--- config.mk ---
export PLATFORM = sky130hd
export DESIGN_NAME = stm_merge
export DESIGN_NICKNAME = d
export VERILOG_FILES = /design/src/rtl/stm_pkg.sv /design/src/rtl/stm_merge.sv
export SDC_FILE = /design/constraint.sdc
export NUM_CORES = 2
export LEC_CHECK = 0
export BUFFER_PORTS_ARGS = -buffer_cell sky130_fd_sc_hd__clkbuf_2
export CAP_MARGIN = 20
export CORE_UTILIZATION = 50
export CTS_CLUSTER_SIZE = 16
export DETAILED_ROUTE_END_ITERATION = 8
export HOLD_SLACK_MARGIN = 0.03
export PLACE_DENSITY_LB_ADDON = 0.05
export SLEW_MARGIN = 10
export SYNTH_ARGS = -nofsm -noshare
export SYNTH_HDL_FRONTEND = slang
export SYNTH_SLANG_ARGS = --single-unit
--- constraint.sdc ---
create_clock -name clk -period 5.2 [get_ports clk]
set_clock_uncertainty 0.05 [all_clocks]
set_input_delay 1.04 -clock clk [delete_from_list [all_inputs] [get_ports clk]]
set_output_delay 1.04 -clock clk [all_outputs]
set_load 0.02 [all_outputs]
--- src/rtl/stm_pkg.sv ---
// shared constants, types and the vertex pairing table for similar_triangle_match
// no dependencies
package stm_pkg;
  localparam int STM_IN_AW = 15;
  localparam int STM_AW    = 16;
  localparam int STM_SW    = 24;
  localparam int STM_RF    = 8;
  localparam int STM_QW    = STM_SW + STM_RF;
  localparam int STM_LAT   = STM_QW + 2;
  localparam int STM_NP    = 6;
  localparam int STM_CW    = 16;
  localparam int STM_RW    = 12;
  localparam int STM_LW    = STM_RW + 2;

  typedef enum logic [1:0] {
    REG_THR = 2'd0,
    REG_MAX = 2'd1,
    REG_MIN = 2'd2
  } cfg_reg_e;

  typedef struct packed {
    logic [2*STM_CW-1:0] thr_sq;
    logic [STM_LW-1:0]   hi_lim;
    logic [STM_LW-1:0]   lo_lim;
  } limits_t;

  // second vertex matched to first vertex v under correspondence p
  localparam logic [1:0] PAIR [STM_NP][3] = '{
    '{2'd0, 2'd1, 2'd2}, '{2'd0, 2'd2, 2'd1}, '{2'd1, 2'd0, 2'd2},
    '{2'd1, 2'd2, 2'd0}, '{2'd2, 2'd1, 2'd0}, '{2'd2, 2'd0, 2'd1}
  };
endpackage

--- src/rtl/stm_merge.sv ---
// merging stage: combines lane squares and ratios into the correspondence mask
// depends on stm_pkg
module stm_merge import stm_pkg::*; (
  input  logic                clk,
  input  logic                rst_n,
  input  logic                in_vld,
  input  logic [2*STM_AW-1:0] in_sq [9],
  input  logic [STM_QW-1:0]   in_quo [9],
  input  logic [2:0]          in_zero,
  input  limits_t             lim,
  output logic                out_vld,
  output logic [STM_NP-1:0]   out_mask
);
  logic [2*STM_AW+1:0] dist_r [STM_NP];
  logic [STM_QW+1:0]   rsum_r [STM_NP];
  logic                bad_r;
  logic                vld_r;
  logic [STM_NP-1:0]   mask_nxt;

  always_ff @(posedge clk) begin
    for (int p = 0; p < STM_NP; p++) begin
      dist_r[p] <= {2'b00, in_sq[4'(PAIR[p][0])]}
                 + {2'b00, in_sq[4'd3 + 4'(PAIR[p][1])]}
                 + {2'b00, in_sq[4'd6 + 4'(PAIR[p][2])]};
      rsum_r[p] <= {2'b00, in_quo[4'(PAIR[p][0])]}
                 + {2'b00, in_quo[4'd3 + 4'(PAIR[p][1])]}
                 + {2'b00, in_quo[4'd6 + 4'(PAIR[p][2])]};
    end
    bad_r <= |in_zero;
  end

  // floor(sum/3) in [min,max] is 3*min <= sum <= 3*max+2
  always_comb begin
    for (int p = 0; p < STM_NP; p++) begin
      mask_nxt[p] = !bad_r
        && (dist_r[p] <= {2'b00, lim.thr_sq})
        && (rsum_r[p] <= {{(STM_QW+2-STM_LW){1'b0}}, lim.hi_lim})
        && (rsum_r[p] >= {{(STM_QW+2-STM_LW){1'b0}}, lim.lo_lim});
    end
  end

  always_ff @(posedge clk) begin
    if (!rst_n) begin
      vld_r   <= 1'b0;
      out_vld <= 1'b0;
    end else begin
      vld_r   <= in_vld;
      out_vld <= vld_r;
    end
    out_mask <= mask_nxt;
  end
endmodule

==> impl_metrics.toml <==
[route]
first_pass_iters = 6
route.detailed.vias_per_inst = 5.80
routed_wirelength_um = 147000
ant_nets = 0
drtIter0Drc = 2533
vias = 36300
wl_per_cell_um = 23.5
drc = 0

[cts]
clkSinkCount = 417
cts-root-buf = "clkbuf_16"
insertion_delay_ns = 0.60
numCtsBuffers = 52
cts-resized-gates = 0
cts_tree = "yes"
hold_buffers = 0
path_clk_slew_ns = 0.06
cts_setup_buffers = 0
h-tree-depth = 2
clockBufferDepth = 3

[logic_synthesis]
syn-instance-count = 4394
yosysSeqAreaShare_pct = 19.5
synth_fp_nets = 6164
yosysWarnings = 0
synth_edf_count = 0
ys_types = 90
syn-cell-area_um2 = 42700
synth.area.top_cells = "ha_1, dfxtp_1, fa_1, a21o_1, xnor2_1"
synth_ff_type = "dfxtp_1"
synth_top_area_share_pct = 21.4
yosysTopAreaCell = "ha_1"
yosysMostFrequentCell = "ha_1"
ys_seq_elements = 417
synth-async-reset-ratio_pct = 0
avgSynthCellArea_um2 = 9.73
yosys-top-cells-count = "ha_1, dfxtp_1, fa_1"

[setup_path]
cp_common_cell = "a21oi_1"
cp_max_fo = 4
path_buf_inv = 1
rr_worst_depth = 9
setup.worst_path.end_class = "register"
path_cells = "clkbuf_2 -> fa_1 -> ha_1 -> fa_1 -> a21o_1 -> a21oi_1 -> o21ai_1 -> a41oi_1 -> o21ai_1 -> a21oi_2 -> o311ai_1 -> a21oi_1 -> a21oi_1"
max_stage_delay_ns = 0.68
crit_path_start_kind = "input pin"
crit_arrival_ns = 4.92
cp_top_family = "compound AO/OA/AOI/OAI gates"
critical_path_class = "in -> reg"
critPathSlowestCell = "a41oi_1"
cp_data_required_time_ns = 5.63
path_depth = 13

[pwr]
p_leak_nw = 23.6
vdd_ir_drop_max_mv = 0.282
power_mw = 19.7
p_per_area_nw_per_um2 = 399

[global_route]
grt_pass1_wl_um = 214000
grtUsageTotal_pct = 33.3
grt_antenna_before_repair = 8
grt_pass1_vias = 35700
grt_start_max_net_pins = 14
grt_overflow_total = 0

[placed_design]
place_congestion = 0.998
hpwl_um = 128000
io_buffer_count = 648

[worst_hold_path]
hold_class = "reg -> reg"
holdPathStages = 1

[cells_and_area]
syn_to_final_growth_pct = 15.5
layout.nets = 6858
drive_gt1_share_pct = 15.9

[die]
die_h_um = 294
rows = 106
start_util_pct = 50.8
fp.dieArea_um2 = 86700
ioPinCount = 649
die_w_um = 294
coreArea_um2 = 84100

[sta]
hold_violations = 0
min_period_ns = 4.49
fmax_mhz = 223
setup_viol_count_final = 0
grt_setup_unrepaired = "no"
tns_ns = 0
worst_pin_slew_ns = 0.993
slew_headroom_pct = 33.2
fin_crit_sh_pct = 86.3
slew_viol_final = 0

[run_status]
status = "complete, no violations"

[flow_run]
max_cap_viol_count = 0
final timing paths:
path,from,endpoint,slack (ns)
setup / recovery,in_sq[65],dist_r[3][33],0.71
hold reg to reg,vld_r,out_vld,0.39
setup reg to reg,dist_r[3][3],out_mask[3],1.88
hold / removal,vld_r,out_vld,0.39
power by group:
group / total, mW / switching (mW) / leakage, nW / internal [mW]
combinational: 10.3 / 5.86 / 19.2 / 4.42
sequential: 5.39 / 0.689 / 3.51 / 4.70
clock: 4.06 / 1.56 / 0.921 / 2.50
state kept, by name, indices dropped and copies added, names as in the netlist:
register	flops
rsum_r	204
out_vld	1
dist_r	204
bad_r	1
out_mask	6
vld_r	1
logic make-up (layout without fill, tap and decap cells):
kind of cell	Yosys count	after routing	synth area share, %
compound gates	1314	1314	20.4
xor+xnor	313	313	6.41
buf+inv	257	992	2.28
fa+ha+maj	1128	1128	40.0
other cells	0	1	0
simple gates	960	960	11.3
flops	417	417	19.5
mux	5	5	0.117
layer usage:
| metal | GRT usage (%) | vias to the layer above | share of wire [%] |
|---|---|---|---|
| met2 | 56.0 | 1306 | 47 |
| met1 | 42.6 | 17200 | 43 |
| met4 | 13.9 | 8 | 4.6 |
| met3 | 4.81 | 297 | 5.9 |
| met5 | 0 | - | 0.030 |
| li1 | - | 17500 | - |
worst reg2reg max path: stages (launching register included):
cell and delay [ns]:
dfxtp_1 0.31, ha_1 0.29, a21o_1 0.18, a21o_1 0.17, a211oi_1 0.36, o221ai_1 0.33, a221oi_1 0.54, o211ai_1 0.39
o21ai_0 0.33, o311a_1 0.30
metrics by stage:
step	setup WS (ns)	utilization, %	instances	area (µm²)	hold slack, ns
after floorplan	1.04	-	4394	42700	0.362
after CTS	0.878	58.7	6263	49400	0.389
after global routing	0.599	58.7	6264	49400	0.446
final	0.711	58.7	6264	49400	0.390
after global placement	0.275	56.5	6168	47500	0.365
after detailed placement	0.246	56.5	6168	47500	0.375
placed cells by master (no fill, tap or decap), types with 94 or more instances in the layout:
master and instances:
ha_1 732, clkbuf_2 648, dfxtp_1 417, fa_1 396, a21oi_1 380, a21o_1 280
nor2_1 240, xnor2_1 223, inv_1 221, nand2_1 184, o21ai_0 160, nand3_1 94
layout make-up:
cell class / count / area [µm²]
Fill cell: 7720 / 34700
Sequential cell: 417 / 8350
Timing Repair Buffer: 676 / 3450
Clock buffer: 65 / 1430
Inverter: 221 / 830
Tap cell: 1134 / 1420
Antenna cell: 1 / 2.50
Clock inverter: 30 / 457
Multi-Input combinational cell: 3720 / 33400
Note: power is estimated with default switching activity, not from simulation.
