## src/rtl/stm_pkg.sv

```systemverilog
// shared constants, types and the vertex pairing table for similar_triangle_match
// no dependencies
package stm_pkg;
  localparam int STM_IN_AW = 15;
  localparam int STM_AW    = 16;
  localparam int STM_SW    = 24;
  localparam int STM_RF    = 8;
  localparam int STM_QW    = STM_SW + STM_RF;
  localparam int STM_LAT   = STM_QW + 2;
  localparam int STM_NP    = 6;
  localparam int STM_CW    = 16;
  localparam int STM_RW    = 12;
  localparam int STM_LW    = STM_RW + 2;

  typedef enum logic [1:0] {
    REG_THR = 2'd0,
    REG_MAX = 2'd1,
    REG_MIN = 2'd2
  } cfg_reg_e;

  typedef struct packed {
    logic [2*STM_CW-1:0] thr_sq;
    logic [STM_LW-1:0]   hi_lim;
    logic [STM_LW-1:0]   lo_lim;
  } limits_t;

  // second vertex matched to first vertex v under correspondence p
  localparam logic [1:0] PAIR [STM_NP][3] = '{
    '{2'd0, 2'd1, 2'd2}, '{2'd0, 2'd2, 2'd1}, '{2'd1, 2'd0, 2'd2},
    '{2'd1, 2'd2, 2'd0}, '{2'd2, 2'd1, 2'd0}, '{2'd2, 2'd0, 2'd1}
  };
endpackage

```

## src/rtl/stm_div.sv

```systemverilog
// pipelined restoring divider, one quotient bit per stage
// depends on stm_pkg
module stm_div import stm_pkg::*; (
  input  logic              clk,
  input  logic [STM_QW-1:0] in_dvd,
  input  logic [STM_SW-1:0] in_dsr,
  output logic [STM_QW-1:0] out_quo
);
  // upper part remainder, lower part dividend bits shifting into quotient
  logic [STM_SW+STM_QW-1:0] acc_r [STM_QW];
  logic [STM_SW-1:0]        dsr_r [STM_QW];

  for (genvar k = 0; k < STM_QW; k++) begin : g_stage
    logic [STM_SW+STM_QW-1:0] src;
    logic [STM_SW-1:0]        dsrc;
    logic [STM_SW+STM_QW:0]   sh;
    logic [STM_SW:0]          up;
    logic [STM_SW:0]          up_sub;
    logic                     qb;
    logic [STM_SW+STM_QW-1:0] acc_nxt;
    if (k == 0) begin : g_first
      assign src  = {{STM_SW{1'b0}}, in_dvd};
      assign dsrc = in_dsr;
    end else begin : g_rest
      assign src  = acc_r[k-1];
      assign dsrc = dsr_r[k-1];
    end
    always_comb begin
      sh      = {src, 1'b0};
      up      = sh[STM_SW+STM_QW:STM_QW];
      qb      = (up >= {1'b0, dsrc});
      up_sub  = qb ? (up - {1'b0, dsrc}) : up;
      acc_nxt = {up_sub[STM_SW-1:0], sh[STM_QW-1:1], qb};
    end
    always_ff @(posedge clk) begin
      acc_r[k] <= acc_nxt;
      dsr_r[k] <= dsrc;
    end
  end

  assign out_quo = acc_r[STM_QW-1][STM_QW-1:0];
endmodule

```

## config.mk

```make
export PLATFORM = sky130hd
export DESIGN_NAME = stm_div
export DESIGN_NICKNAME = d
export VERILOG_FILES = /design/src/rtl/stm_pkg.sv /design/src/rtl/stm_div.sv
export SDC_FILE = /design/constraint.sdc
export NUM_CORES = 2
export LEC_CHECK = 0
export BUFFER_PORTS_ARGS = -buffer_cell sky130_fd_sc_hd__buf_2
export CAP_MARGIN = 20
export CORE_UTILIZATION = 45
export CTS_CLUSTER_DIAMETER = 120
export DETAILED_ROUTE_END_ITERATION = 16
export GPL_TIMING_DRIVEN = 0
export MAX_ROUTING_LAYER = met4
export SETUP_SLACK_MARGIN = 0.2
export SLEW_MARGIN = 20
export SYNTH_ARGS = -nofsm -noshare
export SYNTH_HDL_FRONTEND = slang
export SYNTH_SLANG_ARGS = --single-unit
```

## constraint.sdc

```tcl
create_clock -name clk -period 3.7 [get_ports clk]
set_clock_uncertainty 0.2 [all_clocks]
set_input_delay 0.185 -clock clk [delete_from_list [all_inputs] [get_ports clk]]
set_output_delay 0.185 -clock clk [all_outputs]
set_load 0.01 [all_outputs]
```

==> results_dict.tcl <==
set metrics [dict create \
    fin_ws_ps -251 \
    boundaryPins 89 \
    cts_made_buffers 282 \
    crit_fanout 5 \
    synth_top_family_by_area "compound AO/OA/AOI/OAI gates" \
    synth_edf_count 0 \
    vias 65900 \
    synth_area_sq_mm 0.0958 \
    yosys_register_bits 2512 \
    finalSetupViolCount 24 \
    num_rows 169 \
    track_usage 0.206 \
    antenna_found_initial 2 \
    initial_utilization 0.452 \
    synth_area_per_cell_sq_um 10.3 \
    htree_levels 5 \
    netlist.area_leader.share 0.525 \
    tightest_slew_ps 753 \
    r2r-start "dsr_r[0][73]$_DFF_P_" \
    reg2reg_slack_ps -250 \
    crit_top_cell "buf_6" \
    fin_area_sq_mm 0.116 \
    dpl_worst_slack_ps -981 \
    fin_tns_setup_ps -4450 \
    dpl-instance-area_sq_mm 0.0999 \
    fin_cells 13000 \
    cts_tree "yes" \
    grt_pass1_wl_um 348000 \
    cts_buffer_depth 4 \
    synth_xor_area_frac 0.0538 \
    slew_headroom 0.494 \
    core_sq_mm 0.212 \
    synth_compound_area_frac 0.141 \
    grt_pass1_vias 65900 \
    status "finished with violations" \
    die_y_um 464 \
    dp_hpwl_um 164000 \
    r2r_cells 15 \
    worst-path-buf-inv 4 \
    area_growth_syn_to_layout_pct 20.6 \
    fin_nets 10800 \
    max_stage_delay_ps 520 \
    synth_seq_area_share 0.525 \
    timing.fmax_mhz 253 \
    postSynthCellCount 9291 \
    dp.cells 12200 \
    synth-simple-area-share 0.0859 \
    port_buffers 88 \
    min_delay_path_depth 0 \
    drive_gt1_frac 0.165 \
    dieArea_sq_mm 0.215 \
    p_total_mw 87.9 \
    clk_latency_ps 930 \
    async_flop_share 0 \
    yosys-top-cells-area "dfxtp_1 (52%), ha_1 (9.7%), mux2_2 (4.0%)" \
    ant_nets 0 \
    cp.required_ps 4260 \
    drt-initial-drc-count 3455 \
    clock_sinks 2512 \
    worstPathCellList "inv_4 -> ha_4 -> nor2b_4 -> o31a_1 -> o41a_1 -> a211oi_2 -> o31a_2 -> o21ai_2 -> and2_4 -> or4b_4 -> a311oi_4 -> buf_6 -> buf_6 -> buf_8 -> mux2_4" \
    ir_drop_mv 0.642 \
    yosys_warnings 0 \
    post_drt_wl_per_cell_um 17.0 \
    slew_viol_final 0 \
    post_drt_via_cell_ratio 5.07 \
    end_kind "register" \
    chipWidth_um 464 \
    clockRootBuffer "clkbuf_16" \
    clk_pin_slew_ps 60 \
    firstDrtPassIters 6 \
    min_from "acc_r[0][698]$_DFF_P_" \
    worstSetupStartpointType "register" \
    utilization 0.546 \
    routed_wl_um 221000 \
    synth_ff_type "dfxtp_1" \
    gp_congestion 0.911 \
    grt_max_degree 17 \
    synth.distinct_cells 81 \
    arrival_ps 4510 \
    power_density_mw_per_mm2 761 \
    hold_class "register to register" \
    rsz0062_at_grt "yes" \
    yosys.area.top_type "dfxtp_1" \
    path_class "register to register" \
    synth_mux_area_frac 0.0441 \
    grt-ovfl-total 0 \
    p_leak_nw 53.2 \
    hold_violations 0 \
    worstReg2RegEnd "acc_r[0][268]$_DFF_P_" \
    drc 0 \
    crit_family "compound AO/OA/AOI/OAI gates" \
    synth_fa_ha_area_frac 0.104 \
    whs_ps 84.6 \
    period_needed_ps 3950 \
    slowest_stage "or4b_4" \
    drv_cap 0 \
    violations "negative setup slack" \
    syn-num-nets 10100 \
    min_to "acc_r[0][755]$_DFF_P_" \
    timing.final.crit_share 1.07 \
]
flip-flops by register name (all words and copies together) (netlist names):
signal / flops
acc_r: 1768
dsr_r: 744
where the power goes:
| group | leakage [nW] | internal (mW) | switching (mW) |
|---|---|---|---|
| sequential | 20.9 | 30.8 | 1.98 |
| clock | 4.54 | 17.0 | 10.7 |
| combinational | 27.7 | 13.3 | 14.2 |
| total | 53.2 | 61.0 | 26.9 |
layout make-up:
class	instances	area, sq um
repair buffers	405	3430
inverters	945	3560
well taps	2821	3530
clock inverters	119	1520
clock buffers	361	7800
fillers	18500	96300
plain buffers	212	1630
multi-input cells	5621	43700
diodes	10	25.0
flip-flops and latches	2512	50400
cells in the final DEF (no fill, tap or decap), drive strengths merged, types with 19 or more instances in the layout:
master          n
a211o          19
a211oi         54
a21boi         45
a21o          347
a21oi         665
a31oi          61
and2           29
and3           48
and4           23
buf           381
bufinv         30
clkbuf        484
clkinv         54
clkinvlp       24
dfxtp        2512
dlygate4sd3   113
fa             30
ha            746
inv           956
mux2          345
mux2i          34
nand2         466
nand2b         87
nand3         142
nand4          92
nor2          547
nor2b         123
nor3           98
o211ai         26
o21a           86
o21ai         458
o21bai         69
o31a           28
o31ai          49
or2            25
or3            36
xnor2         365
xor2          224
cells by family (layout without fill, tap and decap cells):
| group | after synthesis | count (layout) |
|---|---|---|
| AOI/OAI and AO/OA | 2123 | 2123 |
| adders and majority gates | 776 | 776 |
| muxes | 379 | 379 |
| other | 0 | 10 |
| and+or+nand+nor | 1754 | 1754 |
| DFF | 2512 | 2512 |
| xor gates and xnor gates | 589 | 589 |
| buffers and inverters | 1158 | 2042 |
worst max-delay path by stage:
stage                                from                     to  cells past startpoint
floorplan            dsr_r[0][73]$_DFF_P_  acc_r[0][273]$_DFF_P_                     13
global placement    dsr_r[0][217]$_DFF_P_  acc_r[0][599]$_DFF_P_                     12
detailed placement  dsr_r[1][174]$_DFF_P_  acc_r[1][480]$_DFF_P_                     14
CTS                  dsr_r[0][73]$_DFF_P_  acc_r[0][268]$_DFF_P_                     15
global route         dsr_r[0][73]$_DFF_P_  acc_r[0][265]$_DFF_P_                     15
finish               dsr_r[0][73]$_DFF_P_  acc_r[0][268]$_DFF_P_                     15
cells in the mapped netlist (19+ instances only):
master    instances
mux2i_1          34
nand3_1         142
o31ai_1          49
inv_1           944
nand2_1         466
ha_1            746
a211o_1          19
a21oi_1         665
nor2b_1         123
a21boi_0         43
buf_4            32
or2_2            24
a211oi_1         50
clkbuf_1        161
and2_1           29
o211ai_1         26
nand2b_1         87
a31oi_1          61
and4_1           23
xor2_1          224
a21o_1          347
nand4_1          92
nor3_1           98
dfxtp_1        2512
and3_1           48
mux2_2          343
xnor2_1         365
fa_1             30
o21bai_1         69
or3_1            36
nor2_1          547
o31a_1           27
o21ai_0         452
o21a_1           86
per-layer routing:
| metal | track usage | routed length [um] |
|---|---|---|
| met1 | 0.259 | 100000 |
| met2 | 0.343 | 106000 |
| met3 | 0.0294 | 8780 |
| met4 | 0.0589 | 5570 |
| met5 | - | 0 |
timing repair:
| action | CTS | global route |
|---|---|---|
| resized for setup | 498 | 492 |
| endpoints found under the setup margin | 740 | 672 |
| buffers inserted | 99 | 96 |
| pin swaps | 98 | 165 |
| cloned | 4 | 4 |
| hold endpoints to repair | 80 | 0 |
| hold buffers | 113 | 0 |
(Power assumes the default switching activity.)
